--- config.mk ---
export PLATFORM = sky130hd
export DESIGN_NAME = eckf_front
export DESIGN_NICKNAME = d
export VERILOG_FILES = /design/src/design/eckf_pkg.sv /design/src/design/eckf_front.sv
export SDC_FILE = /design/constraint.sdc
export NUM_CORES = 2
export LEC_CHECK = 0
export BUFFER_PORTS_ARGS = -buffer_cell sky130_fd_sc_hd__buf_2
export CORE_MARGIN = 2
export CORE_UTILIZATION = 30
export CTS_BUF_LIST = sky130_fd_sc_hd__clkbuf_16
export DETAILED_ROUTE_END_ITERATION = 16
export GPL_ROUTABILITY_DRIVEN = 1
export HOLD_SLACK_MARGIN = 0.1
export PLACE_DENSITY = 0.51
export SLEW_MARGIN = 20
export SYNTH_ARGS = -nofsm -noshare
export SYNTH_HDL_FRONTEND = slang
export SYNTH_SLANG_ARGS = --single-unit
--- constraint.sdc ---
create_clock -name i_clk -period 26.1 [get_ports i_clk]
set_input_delay 5.22 -clock i_clk [delete_from_list [all_inputs] [get_ports i_clk]]
set_output_delay 5.22 -clock i_clk [all_outputs]
set_load 0.05 [all_outputs]
--- src/design/eckf_pkg.sv ---
// Types, constants and register defaults of the elevation cell fusion block.
`timescale 1ns / 1ps
package eckf_pkg;

    localparam int MAP_ROWS_DEF = 128;
    localparam int MAP_COLS_DEF = 128;

    localparam int RC_W  = 7;
    localparam int H_W   = 16;
    localparam int VAR_W = 20;
    localparam int ST_W  = 3;

    // Shared divider geometry: quotient bits, divisor and dividend widths.
    localparam int Q_W   = 20;
    localparam int DVS_W = 21;
    localparam int DVD_W = 40;

    localparam int FIFO_DEPTH = 2;

    localparam logic [ST_W-1:0] ST_IGNORED = 3'd0;
    localparam logic [ST_W-1:0] ST_FAR     = 3'd1;
    localparam logic [ST_W-1:0] ST_FIRST   = 3'd2;
    localparam logic [ST_W-1:0] ST_FUSED   = 3'd3;
    localparam logic [ST_W-1:0] ST_OUTLIER = 3'd4;

    localparam logic [1:0] K_IGN  = 2'd0;
    localparam logic [1:0] K_FAR  = 2'd1;
    localparam logic [1:0] K_NEAR = 2'd2;

    localparam int CFG_AW = 5;
    localparam logic [2:0] REG_MAX_RANGE_SQ   = 3'd0;
    localparam logic [2:0] REG_MEAS_BASE      = 3'd1;
    localparam logic [2:0] REG_RANGE_VAR_COEF = 3'd2;
    localparam logic [2:0] REG_GATE_SIGMA_SQ  = 3'd3;
    localparam logic [2:0] REG_VAR_MIN        = 3'd4;

    localparam logic [30:0] RST_MAX_RANGE_SQ   = 31'd37748736;
    localparam logic [19:0] RST_MEAS_BASE      = 20'd944;
    localparam logic [15:0] RST_RANGE_VAR_COEF = 16'd41;
    localparam logic [11:0] RST_GATE_SIGMA_SQ  = 12'd144;
    localparam logic [19:0] RST_VAR_MIN        = 20'd944;

    typedef struct packed {
        logic                   point_ok;
        logic [RC_W-1:0]        cell_row;
        logic [RC_W-1:0]        cell_col;
        logic signed [H_W-1:0]  offset_x;
        logic signed [H_W-1:0]  offset_y;
        logic signed [H_W-1:0]  height;
    } t_in_item;

    typedef struct packed {
        logic [ST_W-1:0]        status;
        logic                   cell_known;
        logic signed [H_W-1:0]  cell_height;
        logic [VAR_W-1:0]       cell_variance;
    } t_out_item;

    typedef struct packed {
        logic [30:0]      max_range_sq;
        logic [VAR_W-1:0] meas_base;
        logic [15:0]      range_var_coef;
        logic [11:0]      gate_sigma_sq;
        logic [VAR_W-1:0] var_min;
    } t_cfg;

    typedef struct packed {
        logic [1:0]             kind;
        logic [RC_W-1:0]        cell_row;
        logic [RC_W-1:0]        cell_col;
        logic signed [H_W-1:0]  height;
        logic [VAR_W-1:0]       meas;
    } t_job;

endpackage

--- src/design/eckf_front.sv ---
// Front end: takes points, checks validity and range, derives measurement variance.
`timescale 1ns / 1ps
module eckf_front #(
    parameter int MAP_ROWS = eckf_pkg::MAP_ROWS_DEF,
    parameter int MAP_COLS = eckf_pkg::MAP_COLS_DEF
) (
    input  logic               i_clk,
    input  logic               i_rst_n,
    input  eckf_pkg::t_cfg     i_cfg,
    input  logic               i_hold,
    input  logic               i_in_valid,
    output logic               o_in_ready,
    input  eckf_pkg::t_in_item i_in_item,
    output logic               o_push,
    output eckf_pkg::t_job     o_job,
    input  logic               i_full
);
    import eckf_pkg::*;

    localparam logic [1:0] F_IDLE = 2'd0;
    localparam logic [1:0] F_SQ   = 2'd1;
    localparam logic [1:0] F_MUL  = 2'd2;
    localparam logic [1:0] F_PUSH = 2'd3;

    logic [1:0]         r_state;
    logic [1:0]         n_state;
    t_in_item           r_item;
    logic               r_ign;
    logic [30:0]        r_sqx;
    logic [30:0]        r_sqy;
    logic               r_far;
    logic [47:0]        r_prod;
    logic signed [31:0] w_sqx;
    logic signed [31:0] w_sqy;
    logic [31:0]        w_r2;
    logic [32:0]        w_msum;
    logic [VAR_W-1:0]   w_meas;
    logic               w_ign;

    assign o_in_ready = (r_state == F_IDLE) && !i_hold;

    assign w_ign = !i_in_item.point_ok
                || (int'(i_in_item.cell_row) >= MAP_ROWS)
                || (int'(i_in_item.cell_col) >= MAP_COLS);

    assign w_sqx = r_item.offset_x * r_item.offset_x;
    assign w_sqy = r_item.offset_y * r_item.offset_y;
    assign w_r2  = {1'b0, r_sqx} + {1'b0, r_sqy};

    // Measurement variance saturates at the top of the 20-bit range.
    assign w_msum = {13'd0, i_cfg.meas_base} + {1'b0, r_prod[47:16]};
    assign w_meas = (w_msum[32:VAR_W] != '0) ? '1 : w_msum[VAR_W-1:0];

    assign o_push          = (r_state == F_PUSH) && !i_full;
    assign o_job.kind      = r_ign ? K_IGN : (r_far ? K_FAR : K_NEAR);
    assign o_job.cell_row  = r_item.cell_row;
    assign o_job.cell_col  = r_item.cell_col;
    assign o_job.height    = r_item.height;
    assign o_job.meas      = w_meas;

    always_comb begin
        n_state = r_state;
        case (r_state)
            F_IDLE: begin
                if (i_in_valid && o_in_ready) begin
                    n_state = F_SQ;
                end
            end
            F_SQ:   n_state = F_MUL;
            F_MUL:  n_state = F_PUSH;
            F_PUSH: begin
                if (!i_full) begin
                    n_state = F_IDLE;
                end
            end
            default: n_state = F_IDLE;
        endcase
    end

    always_ff @(posedge i_clk) begin
        if (!i_rst_n) begin
            r_state <= F_IDLE;
        end else begin
            r_state <= n_state;
        end
    end

    always_ff @(posedge i_clk) begin
        if (r_state == F_IDLE && i_in_valid && o_in_ready) begin
            r_item <= i_in_item;
            r_ign  <= w_ign;
        end
        if (r_state == F_SQ) begin
            r_sqx <= w_sqx[30:0];
            r_sqy <= w_sqy[30:0];
        end
        if (r_state == F_MUL) begin
            r_far  <= w_r2 > {1'b0, i_cfg.max_range_sq};
            r_prod <= i_cfg.range_var_coef * w_r2;
        end
    end

endmodule

==> results.py <==
metrics = {
    "yosys": {
        "synth_xor_area_share_pct": 3.15,
        "synth_top_area_share_pct": 43.4,
        "yosysWarnings": 0,
        "yosys_register_bits": 158,
        "synth_async_sr_flop_share_pct": 0,
        "synth_compound_area_share_pct": 5.45,
        "synthTopCellsByArea": "fa_1 43%, edfxtp_1 11%, ha_1 11%, inv_1 10%, nand2_1 4.7%",
        "ys_seq_area_share_pct": 11.6,
        "synth_cells": 4271,
        "synth_ff_type": "edfxtp_1",
        "synth_area_mm2": 0.0408,
        "yosys.area_share.simple_pct": 13.0,
        "synth_edf_count": 156,
        "synth_fp_nets": 5691,
        "synth_adder_area_share_pct": 54.7,
        "yosys.area.top_type": "fa_1",
        "syn_avg_cell_area_um2": 9.56,
        "synth_top_family_by_area": "adder cells",
        "synth_cell_type_count": 70,
        "synthMuxAreaShare_pct": 0.208,
    },
    "worst_setup_path": {
        "path_class": "in -> out",
        "crit_chain": "buf_2, ha_1, inv_1, fa_1, nor2b_1, o31a_1, o221ai_2, a21oi_2, a311o_1, a211oi_1, o211ai_1, mux2_2, a2111oi_4, buf_4, o21ai_0, buf_2",
        "critPathBufInv": 4,
        "crit_top_cell": "buf_2",
        "slowest_delay_ps": 500,
        "endpoint_kind": "output port",
        "crit_arrival_ps": 8750,
        "crit_path_start_kind": "primary input",
        "cp_max_fo": 15,
        "path_delay_family": "compound AO/OA/AOI/OAI gates",
        "worstPathRequired_ps": 20880,
        "critPathSlowestCell": "a2111oi_4",
    },
    "global_routing": {
        "antenna_found_initial": 5,
        "grt_max_degree": 61,
        "grt-ovfl-total": 0,
        "first_global_vias": 30300,
        "grt_pass1_wl_um": 165000,
        "grt.total_usage_pct": 15.2,
    },
    "floorplanning": {
        "die_area_mm2": 0.139,
        "dieWidth_um": 373,
        "ios": 221,
        "die_h_um": 373,
        "rows": 135,
        "core_mm2": 0.135,
        "start_util_pct": 30.2,
    },
    "place": {
        "port_buffers": 188,
        "dp_hpwl_um": 79200,
        "place_congestion": 0.812,
    },
    "sta": {
        "setup_viol_count_final": 0,
        "hold_viol": 0,
        "layout_worst_path_cycle_share_pct": 53.5,
        "min_period_ps": 13970,
        "maxSlewHeadroom_pct": 23.7,
        "fmax_ghz": 0.0716,
        "fin_skew_ps": 18.5,
        "rsz0062_at_grt": "false",
        "maxSlewViolCount": 0,
        "tns_ps": 0,
        "tightest_slew_ps": 1140,
    },
    "detailed_routing": {
        "drc": 0,
        "dr.first_iter.drc_count": 1164,
        "ant_nets": 0,
        "drt_wl_total_um": 101000,
        "drt_first_pass_iters": 5,
        "num_vias": 27800,
        "wl_per_cell_um": 16.4,
        "vias_per_cell": 4.52,
    },
    "finish": {
        "fin_nets": 5783,
        "n_antenna_cell": 0,
        "drive_gt1_share_pct": 7.06,
        "area_delta_synth_final_pct": 8.61,
    },
    "clock_network": {
        "post_cts_buffers": 0,
        "h-tree-depth": 4,
        "hold_buffers": 0,
        "cts.sinks": 158,
        "cts_made_buffers": 17,
        "cts_root_buf": "clkbuf_16",
        "clkLatencyLatePin_ps": 540,
        "cts_buffer_depth": 2,
        "clkSlewWorstSetupHoldPaths_ps": 80,
        "tritoncts": "built",
        "cts_resized": 0,
    },
    "outcome": {
        "status": "completed",
    },
    "min_path": {
        "min_path_type": "reg -> reg",
    },
    "flow_run": {
        "maxCapViolations": 0,
    },
}
==> tightest hold or removal path, stage by stage (launching register included) <==
cell and delay [ps]:
dfxtp_1 350, mux2i_1 130, nor2b_1 60
==> layout make-up <==
cell class | instances | area, µm²
fillers | 14100 | 91000
clock buffers | 17 | 425
repair buffers | 231 | 1260
clock inverters | 15 | 171
well taps | 1781 | 2230
inverters | 1111 | 4170
multi-input cells | 2844 | 31400
flip-flops and latches | 158 | 4720
==> cells in the final DEF, fill, tap and decap left out, types with 89 or more instances in the layout <==
| master | n |
|---|---|
| inv_1 | 1109 |
| fa_1 | 884 |
| nand2_1 | 506 |
| ha_1 | 367 |
| and2_1 | 302 |
| buf_2 | 188 |
| edfxtp_1 | 156 |
| nor2_1 | 126 |
| xnor2_1 | 98 |
| a21oi_1 | 89 |
==> per-stage QoR <==
stage	setup WS [ps]	cells	hold WS [ps]	utilization (%)	area, µm²
finish	12130	6157	575	32.8	44300
global route	11840	6157	602	32.8	44300
CTS	11660	6156	581	32.8	44300
detailed placement	11670	6124	564	32.3	43700
global placement	11700	6124	560	32.3	43700
floorplan	12640	4271	446	-	40800
==> routing by layer <==
metal  vias up  share of wire, %  track usage (%)
met5         -             0.022                0
met4         4               1.9             3.83
met3        81               4.5             2.13
met2       540                49             25.9
met1     14300                45             20.2
li1      12900                 -                -
==> path summary, 6_finish.rpt <==
path	startpoint	to	slack [ps]	cells after the start
max reg2reg	r_sqx[6]	r_prod[47]	16570	31
min reg2reg	r_state[1]	r_state[1]	570	2
min	r_state[1]	r_state[1]	570	2
max	i_cfg[48]	o_job[4]	12130	16
==> logic make-up after synthesis <==
kind of cell,Yosys count
DFF,158
xor gates and xnor gates,147
muxes,8
AOI/OAI and AO/OA,334
adders and majority gates,1253
and+or+nand+nor,1102
buffers and inverters,1269
==> synthesized netlist by cell type (4+ instances only) <==
cell,number
a2111oi_0,4
mux2i_1,4
nor3b_1,5
a21boi_0,5
nand3_1,24
and3_1,12
a21o_1,49
nand4_1,22
and2_1,302
a21oi_1,89
nor2_1,126
o21bai_1,10
xor2_1,35
o211ai_1,11
nor2b_1,27
or2_2,12
nor3_1,20
o31a_1,7
a211oi_1,12
ha_1,369
edfxtp_1,156
nand2b_1,30
and4_1,5
o21ai_0,62
xnor2_1,112
nand2_1,506
mux2_2,4
a31oi_1,5
inv_1,1109
buf_4,30
fa_1,884
clkbuf_1,125
o21a_1,36
==> state kept, by name, summed over array words and instances, names as in the netlist <==
signal   flops
o_job       30
r_far        1
r_ign        1
r_item      32
r_prod      32
r_sqx       30
r_sqy       30
r_state      2
Power is not shown: default switching activity piles up to over one toggle a cycle in this logic, so the estimate is an artifact.
