<file path="src/design/eckf_pkg.sv">
// Types, constants and register defaults of the elevation cell fusion block.
`timescale 1ns / 1ps
package eckf_pkg;

    localparam int MAP_ROWS_DEF = 128;
    localparam int MAP_COLS_DEF = 128;

    localparam int RC_W  = 7;
    localparam int H_W   = 16;
    localparam int VAR_W = 20;
    localparam int ST_W  = 3;

    // Shared divider geometry: quotient bits, divisor and dividend widths.
    localparam int Q_W   = 20;
    localparam int DVS_W = 21;
    localparam int DVD_W = 40;

    localparam int FIFO_DEPTH = 2;

    localparam logic [ST_W-1:0] ST_IGNORED = 3'd0;
    localparam logic [ST_W-1:0] ST_FAR     = 3'd1;
    localparam logic [ST_W-1:0] ST_FIRST   = 3'd2;
    localparam logic [ST_W-1:0] ST_FUSED   = 3'd3;
    localparam logic [ST_W-1:0] ST_OUTLIER = 3'd4;

    localparam logic [1:0] K_IGN  = 2'd0;
    localparam logic [1:0] K_FAR  = 2'd1;
    localparam logic [1:0] K_NEAR = 2'd2;

    localparam int CFG_AW = 5;
    localparam logic [2:0] REG_MAX_RANGE_SQ   = 3'd0;
    localparam logic [2:0] REG_MEAS_BASE      = 3'd1;
    localparam logic [2:0] REG_RANGE_VAR_COEF = 3'd2;
    localparam logic [2:0] REG_GATE_SIGMA_SQ  = 3'd3;
    localparam logic [2:0] REG_VAR_MIN        = 3'd4;

    localparam logic [30:0] RST_MAX_RANGE_SQ   = 31'd37748736;
    localparam logic [19:0] RST_MEAS_BASE      = 20'd944;
    localparam logic [15:0] RST_RANGE_VAR_COEF = 16'd41;
    localparam logic [11:0] RST_GATE_SIGMA_SQ  = 12'd144;
    localparam logic [19:0] RST_VAR_MIN        = 20'd944;

    typedef struct packed {
        logic                   point_ok;
        logic [RC_W-1:0]        cell_row;
        logic [RC_W-1:0]        cell_col;
        logic signed [H_W-1:0]  offset_x;
        logic signed [H_W-1:0]  offset_y;
        logic signed [H_W-1:0]  height;
    } t_in_item;

    typedef struct packed {
        logic [ST_W-1:0]        status;
        logic                   cell_known;
        logic signed [H_W-1:0]  cell_height;
        logic [VAR_W-1:0]       cell_variance;
    } t_out_item;

    typedef struct packed {
        logic [30:0]      max_range_sq;
        logic [VAR_W-1:0] meas_base;
        logic [15:0]      range_var_coef;
        logic [11:0]      gate_sigma_sq;
        logic [VAR_W-1:0] var_min;
    } t_cfg;

    typedef struct packed {
        logic [1:0]             kind;
        logic [RC_W-1:0]        cell_row;
        logic [RC_W-1:0]        cell_col;
        logic signed [H_W-1:0]  height;
        logic [VAR_W-1:0]       meas;
    } t_job;

endpackage

</file>
<file path="src/design/eckf_fifo.sv">
// Short job queue between the classifying front and the update back.
`timescale 1ns / 1ps
module eckf_fifo (
    input  logic           i_clk,
    input  logic           i_rst_n,
    input  logic           i_push,
    input  eckf_pkg::t_job i_job,
    output logic           o_full,
    input  logic           i_pop,
    output logic           o_empty,
    output eckf_pkg::t_job o_job
);
    import eckf_pkg::*;

    localparam int PW = $clog2(FIFO_DEPTH);

    t_job          r_q [FIFO_DEPTH];
    logic [PW-1:0] r_wp;
    logic [PW-1:0] r_rp;
    logic [PW:0]   r_cnt;

    assign o_full  = (r_cnt == (PW+1)'(FIFO_DEPTH));
    assign o_empty = (r_cnt == '0);
    assign o_job   = r_q[r_rp];

    always_ff @(posedge i_clk) begin
        if (!i_rst_n) begin
            r_wp  <= '0;
            r_rp  <= '0;
            r_cnt <= '0;
        end else begin
            if (i_push) begin
                r_wp <= (r_wp == PW'(FIFO_DEPTH - 1)) ? '0 : r_wp + 1'b1;
            end
            if (i_pop) begin
                r_rp <= (r_rp == PW'(FIFO_DEPTH - 1)) ? '0 : r_rp + 1'b1;
            end
            if (i_push && !i_pop) begin
                r_cnt <= r_cnt + 1'b1;
            end else if (i_pop && !i_push) begin
                r_cnt <= r_cnt - 1'b1;
            end
        end
    end

    always_ff @(posedge i_clk) begin
        if (i_push) begin
            r_q[r_wp] <= i_job;
        end
    end

endmodule

</file>
<file path="config.mk">
export PLATFORM = sky130hd
export DESIGN_NAME = eckf_fifo
export DESIGN_NICKNAME = d
export VERILOG_FILES = /design/src/design/eckf_pkg.sv /design/src/design/eckf_fifo.sv
export SDC_FILE = /design/constraint.sdc
export NUM_CORES = 1
export LEC_CHECK = 0
export ABC_AREA = 1
export BUFFER_PORTS_ARGS = -buffer_cell sky130_fd_sc_hd__buf_2
export CAP_MARGIN = 30
export CORE_ASPECT_RATIO = 1.1
export CORE_MARGIN = 10
export CORE_UTILIZATION = 47
export DETAILED_ROUTE_END_ITERATION = 16
export PLACE_DENSITY_LB_ADDON = 0.2
export SLEW_MARGIN = 25
export SYNTH_ARGS = -nofsm -noshare
export SYNTH_HDL_FRONTEND = slang
export SYNTH_SLANG_ARGS = --single-unit
</file>
<file path="constraint.sdc">
create_clock -name i_clk -period 3.7 [get_ports i_clk]
set_clock_uncertainty 0.1 [all_clocks]
set_input_delay 0.925 -clock i_clk [delete_from_list [all_inputs] [get_ports i_clk]]
set_output_delay 0.925 -clock i_clk [all_outputs]
set_load 0.01 [all_outputs]
</file>
==> results of run 1 <==
-- registers in the layout, summed over array words and instances, names as in the netlist, named ones only --
register and cells:
r_cnt 2, r_q 104, r_wp 1, r_rp 1
-- cell families after synthesis --
kind of cell / after synthesis
flip-flops: 109
multiplexers: 52
AND/OR/NAND/NOR: 19
AO/OA/AOI/OAI: 2
adder cells (fa/ha/maj): 1
buffers and inverters: 14
-- routing by layer --
metal | vias up | global-route usage | wire, µm
met4 | 0 | 0.0440 | 53
met5 | - | 0 | 0
met1 | 992 | 0.122 | 3030
li1 | 988 | - | -
met2 | 69 | 0.188 | 3820
met3 | 4 | 0.0429 | 491
-- metrics by stage --
| step | instances | util |
|---|---|---|
| global placement | 419 | 0.552 |
| CTS | 434 | 0.570 |
| floorplan | 197 | - |
| finish | 434 | 0.570 |
| detailed placement | 419 | 0.552 |
| global route | 434 | 0.570 |
-- cells in the final DEF (no fill, tap or decap), drive strengths merged --
master    instances
buf             114
edfxtp          104
mux2             52
clkbuf            9
nor2              9
nand2             8
inv               8
dfxtp             5
clkinv            4
clkinvlp          2
o21ai             1
a21oi             1
nand3             1
nand4             1
ha                1
-- power groups by stage --
stage / registers (mW) / logic, mW / clock network, mW
2_1_floorplan: 1.47 / 0.193 / 0
4_1_cts: 1.45 / 0.286 / 0.613
3_5_place_dp: 1.48 / 0.285 / 0
6_report: 1.45 / 0.278 / 0.590
3_3_place_gp: 1.48 / 0.280 / 0
5_1_grt: 1.46 / 0.304 / 0.656
-- worst min-delay path, stage by stage, from the launching register on --
cell     delay, ps
dfxtp_1        340
nor2_1          60
nor2_1          80
-- how the worst min path moves through the flow --
stage / depth (start not counted) / from / slack (ps) / endpoint
finish: 2 / r_rp$_SDFFE_PN0P_ / 400 / r_rp$_SDFFE_PN0P_
global route: 2 / r_rp$_SDFFE_PN0P_ / 450 / flop
global placement: 2 / r_rp$_SDFFE_PN0P_ / 380 / flop
detailed placement: 2 / r_rp$_SDFFE_PN0P_ / 390 / r_rp$_SDFFE_PN0P_
CTS: 2 / r_rp$_SDFFE_PN0P_ / 410 / r_rp$_SDFFE_PN0P_
floorplan: 2 / r_rp$_SDFFE_PN0P_ / 360 / flop
-- layout make-up --
type                            instances  share of cell area
Multi-Input combinational cell         74               0.175
Clock buffer                            9              0.0246
Timing Repair Buffer                  114               0.118
Tap cell                              114              0.0284
Inverter                                8             0.00597
Clock inverter                          6             0.00622
Sequential cell                       109               0.642
==> run_results.csv, run 1 <==
group,metric,value,unit
route,firstDrtPassIters,6,
clock_tree,tritoncts,"built",
grt,antenna_found_initial,0,
die,die_h,120,µm
power,p_leak,2.03,nW
final_layout,syn_to_final_growth,18.7,%
synth,synth_top_area_frac,0.737,
grt,first_global_vias,2271,
power,pwr-share-comb,0.120,
place,place_congestion,0.695,
power,power.total,2.32,mW
die,dieArea,13200,µm²
setup_path,cp_num_cells,3,
synth,synth_adder_area_share,0.00295,
final_layout,fillers,730,
synth,synth_area_leaders,"edfxtp_1, mux2_4, buf_12",
synth,syn_nets,254,
sta,fin_tns_setup,0,ps
place,io_buffers,109,
setup_path,crit_end,"o_job[40]",
synth,synthCells,197,
setup_path,worstPathRequired,2670,ps
synth,synth-simple-area-share,0.0177,
clock_tree,cts.sinks,109,
die,core,8830,µm²
route,wl,7400,µm
route,vias_per_cell,4.73,
power,p_int,1.80,mW
synth,ys_seq_elements,109,
power,p_switching,0.517,mW
final_layout,n_antenna_cell,0,
sta,worst_slew_pin_slew,545,ps
die,initial_core_util,0.480,
synth,yosys.area.top_type,"edfxtp_1",
route,wire_per_inst,17.0,µm
clock_tree,path_clk_slew,90,ps
setup_path,crit_arrival,1900,ps
synth,synth_edf_count,104,
setup_path,crit_fanout,28,
route,vias,2053,
setup_path,worst_path_dominant_cell_family,"flip-flops",
sta,rsz0062_at_grt,"false",
die,dieWidth,111,µm
setup_path,start_kind,"flop",
final_layout,design_area,5030,µm²
setup_path,end_kind,"output pin",
run_status,outcome,"finished, final reports clean",
sta,worst_slack,776,ps
power,pwr-share-seq,0.626,
power,clkPwrFrac,0.254,
worst_hold_path,min_path_type,"flop to flop",
synth,synth_cell_type_count,14,
synth,synth_area,4240,µm²
synth,synth_common_cells,"edfxtp_1, mux2_4, nor2_1, inv_1, nand2_1",
synth,ys.flop_type,"edfxtp_1",
place,post-place-ws,1120,ps
final_layout,regArea,3230,µm²
power,power.density,462,nW/µm²
grt,grt_max_degree,37,
sta,fmax,342,MHz
setup_path,crit_type,"flop to output pin",
sta,drv_slew,0,
setup_path,crit_slowest_cell,"dfxtp_4",
setup_path,path_buf_inv,2,
sta,period_minus_slack,2920,ps
setup_path,crit_chain,"buf_4, mux2_4, buf_2",
setup_path,r2r_cells,3,
clock_tree,cts_buffers,9,
setup_path,r2r_slack,2010,ps
clock_tree,cts_resized,0,
synth,synth_top_family_by_area,"multiplexers",
clock_tree,clock_tree.root_cell,"clkbuf_8",
die,ios,110,
power,ir_worst_vdd,261,µV
route,drt_iter0_drc,81,
clock_tree,hold_buffers,0,
synth,async_flop_share,0,
power,swShare,0.223,
clock_tree,htree_levels,3,
setup_path,r2r_end,"r_q[1][11]$_DFFE_PP_",
sta,setup_viol,0,
sta,timing.final.crit_share,0.790,
final_layout,final_nets,373,
clock_tree,clock_path_buffers,2,
route,drc,0,
final_layout,drive_gt1_frac,0.566,
grt,grt_pass1_wl,11500,µm
synth,synthMuxAreaShare,0.183,
clock_tree,clock_latency,350,ps
flow_run,drv_cap,0,
setup_path,r2r_start,"r_wp$_SDFFE_PN0P_",
final_layout,multi_input_area,878,µm²
place,placed_area,4870,µm²
sta,finalHoldViolCount,0,
synth,synth.avg_cell_area,21.5,µm²
route,final_antenna_net_count,0,
sta,relSlewSlack,0.636,
synth,synth_most_common_cell,"edfxtp_1",
sta,holdWs,405,ps
synth,yosysWarnings,0,
clock_tree,post_cts_buffers,0,
synth,synth_compound_gate_area_share,0.00236,
die,rows,36,
grt,grtUsageTotal,0.110,
place,hpwl,5410,µm
synth,ys_seq_area_frac,0.761,
grt,gr-total-overflow,0,
synth,synth-xor-area-share,0,
setup_path,critPathMaxStageDelay,700,ps
Note: power is estimated with default switching activity, not from simulation.
==> run 2: changes to the inputs <==
Settings changed: ABC_AREA 1 to 0, CORE_UTILIZATION 47 to 51.
Clock period 3.7 ns to 2.8 ns, I/O delays scaled along.
==> run 2 against run 1 <==
Net effect: non-clock buffer count is 1 higher; final area is 4.0% lower; die area is 11% lower; synthesized area is 6.3% lower; flip-flop and latch count stayed put; count of clock-buffer cells in the layout is 1 higher; routed wire length is 2.5% higher; critical endpoint is now o_job[32].
==> run_results.csv, run 2 <==
group,metric,value,unit
setup_path,path_buf_inv,2,
synth,synth_area_leaders,"edfxtp_1, mux2_2, dfxtp_1",
grt,gr-total-overflow,0,
final_layout,largest_reg_flops,104,
setup_path,r2r_end,"r_q[1][19]$_DFFE_PP_",
place,placed_area,4660,µm²
final_layout,largest-register,"r_q",
synth,yosysWarnings,0,
die,dieArea,11700,µm²
sta,timing.final.crit_share,0.864,
final_layout,design_area,4830,µm²
power,p_leak,1.82,nW
setup_path,crit_type,"flop to output pin",
clock_tree,path_clk_slew,100,ps
grt,grt_pass1_wl,11900,µm
setup_path,crit_chain,"buf_4, mux2_2, buf_2",
setup_path,crit_arrival,1620,ps
route,wl_met3,550,µm
die,ios,110,
die,rows,33,
route,firstDrtPassIters,4,
worst_hold_path,hold_start,"r_cnt[1]$_SDFFE_PN0P_",
synth,syn_nets,241,
sta,rsz0062_at_grt,"false",
synth,synth_cell_type_count,17,
synth,synth_area,3970,µm²
setup_path,critPathMaxStageDelay,410,ps
final_layout,syn_to_final_growth,21.6,%
synth,synth_most_common_cell,"edfxtp_1",
worst_hold_path,min_path_type,"flop to flop",
worst_hold_path,whs_path_depth,2,
final_layout,reg_top3,"r_q (104), r_cnt (2)",
clock_tree,clock_latency,350,ps
setup_path,r2r_slack,1410,ps
sta,relSlewSlack,0.713,
die,die_h,113,µm
synth,synth_top_area_frac,0.787,
synth,ys_seq_area_frac,0.812,
synth,yosys.area.top_type,"edfxtp_1",
route,vias_per_cell,4.85,
clock_tree,htree_levels,3,
sta,period_minus_slack,2420,ps
final_layout,mostFrequentLayoutCell,"buf_2",
final_layout,drive_gt1_frac,0.595,
place,place_congestion,0.696,
final_layout,layout_common_cells,"buf_2, edfxtp_1, mux2_2",
synth,ys.flop_type,"edfxtp_1",
power,ir_worst_vdd,403,µV
sta,setup_viol,0,
setup_path,crit_fanout,30,
place,io_buffers,109,
grt,first_global_vias,2288,
route,final_antenna_net_count,0,
power,power.density,641,nW/µm²
grt,grt_max_degree,32,
clock_tree,clock_tree.root_cell,"clkbuf_8",
setup_path,worstPathRequired,2000,ps
clock_tree,tritoncts,"built",
grt,grtUsageTotal,0.130,
sta,fin_tns_setup,0,ps
synth,synthCells,184,
setup_path,worst_path_dominant_cell_family,"buffers and inverters",
clock_tree,cts_buffers,9,
die,core,7510,µm²
die,initial_core_util,0.528,
sta,fmax,414,MHz
setup_path,start_kind,"flop",
route,vias,2009,
die,dieWidth,104,µm
worst_hold_path,holdPathEnd,"r_cnt[1]$_SDFFE_PN0P_",
grt,antenna_found_initial,0,
place,post-place-ws,758,ps
route,drt_iter0_drc,56,
clock_tree,cts_resized,0,
run_status,outcome,"finished, final reports clean",
clock_tree,hold_buffers,0,
clock_tree,clock_path_buffers,2,
synth,ys_seq_elements,109,
setup_path,r2r_start,"r_wp$_SDFFE_PN0P_",
clock_tree,cts.sinks,109,
route,drc,0,
synth,synth.avg_cell_area,21.6,µm²
sta,worst_slack,382,ps
route,wl,7580,µm
route,wl_met1,3170,µm
final_layout,final_nets,361,
synth,synth_common_cells,"edfxtp_1, mux2_2, buf_4, dfxtp_1, and2_1",
sta,drv_slew,0,
place,hpwl,5430,µm
setup_path,r2r_cells,2,
synth,async_flop_share,0,
sta,worst_slew_pin_slew,431,ps
final_layout,n_antenna_cell,0,
setup_path,crit_slowest_cell,"mux2_2",
final_layout,fillers,572,
setup_path,end_kind,"output pin",
clock_tree,post_cts_buffers,0,
route,route.met2.wl,3790,µm
route,dr.max_layer_used,"met4",
sta,finalHoldViolCount,0,
flow_run,drv_cap,0,
route,wire_per_inst,18.3,µm
synth,synth_edf_count,104,
==> run 2: cell types whose count changed in the layout (fill, tap and decap cells not counted), sizes merged, moves of 2 or more <==
cell,delta
inv,-6
nor2,-8
nor2b,+2
clkinvlp,-2
and2,+4
xor2,+2
nand2,-8
==> run 2: worst max path at each step <==
stage / start / endpoint / slack, ps / cells after the start
after floorplan: i_push / r_q[0][0]$_DFFE_PP_ / 180 / 1
after global placement: flop / o_job[31] / 780 / 3
after detailed placement: flop / o_job[31] / 760 / 3
after CTS: flop / o_job[31] / 350 / 3
after global routing: flop / o_job[32] / 300 / 3
final: flop / o_job[32] / 380 / 3
==> run 2: cell type report <==
cell class,count,area [µm²],area share
flip-flops and latches,109,3220,0.668
multi-input cells,68,709,0.147
repair buffers,115,591,0.122
well taps,105,131,0.0272
clock buffers,10,128,0.0264
clock inverters,6,38.8,0.00804
inverters,1,3.75,0.000778
==> run 2: through the flow <==
| stage | hold WS, ps | util | power (mW) | cells |
|---|---|---|---|---|
| after CTS | 409 | 0.642 | 3.13 | 414 |
| after global placement | 384 | 0.620 | 2.31 | 398 |
| after global routing | 398 | 0.642 | 3.23 | 414 |
| after floorplan | 366 | - | 2.15 | 184 |
| after detailed placement | 412 | 0.620 | 2.32 | 398 |
| final | 422 | 0.642 | 3.09 | 414 |
==> run 2: metal layers <==
metal	global-route usage	vias to the layer above
met5	0	-
met1	0.148	978
met4	0.0446	0
met2	0.216	67
met3	0.0561	7
li1	-	957
==> run 2: logic make-up (layout without fill, tap and decap cells) <==
family / count (synthesis) / after routing / synth area share
and+or+nand+nor: 9 / 9 / 0.0142
adders and majority gates: 1 / 1 / 0.00315
muxes: 52 / 52 / 0.147
AOI/OAI and AO/OA: 3 / 3 / 0.00504
xor gates and xnor gates: 3 / 3 / 0.00662
DFF: 109 / 109 / 0.812
buffers and inverters: 7 / 132 / 0.0117
==> run 2: worst min-delay path, delay by kind of cell, from the launching register on <==
kind | cells | cell delay [ps]
AOI/OAI and AO/OA | 2 | 140
DFF | 1 | 340
==> run 2: power by group <==
part           internal (mW)  switching [mW]  leakage (nW)
Combinational          0.180           0.194         0.718
Sequential              1.88          0.0227          1.02
Clock                  0.323           0.493        0.0857
Total                   2.38           0.709          1.82
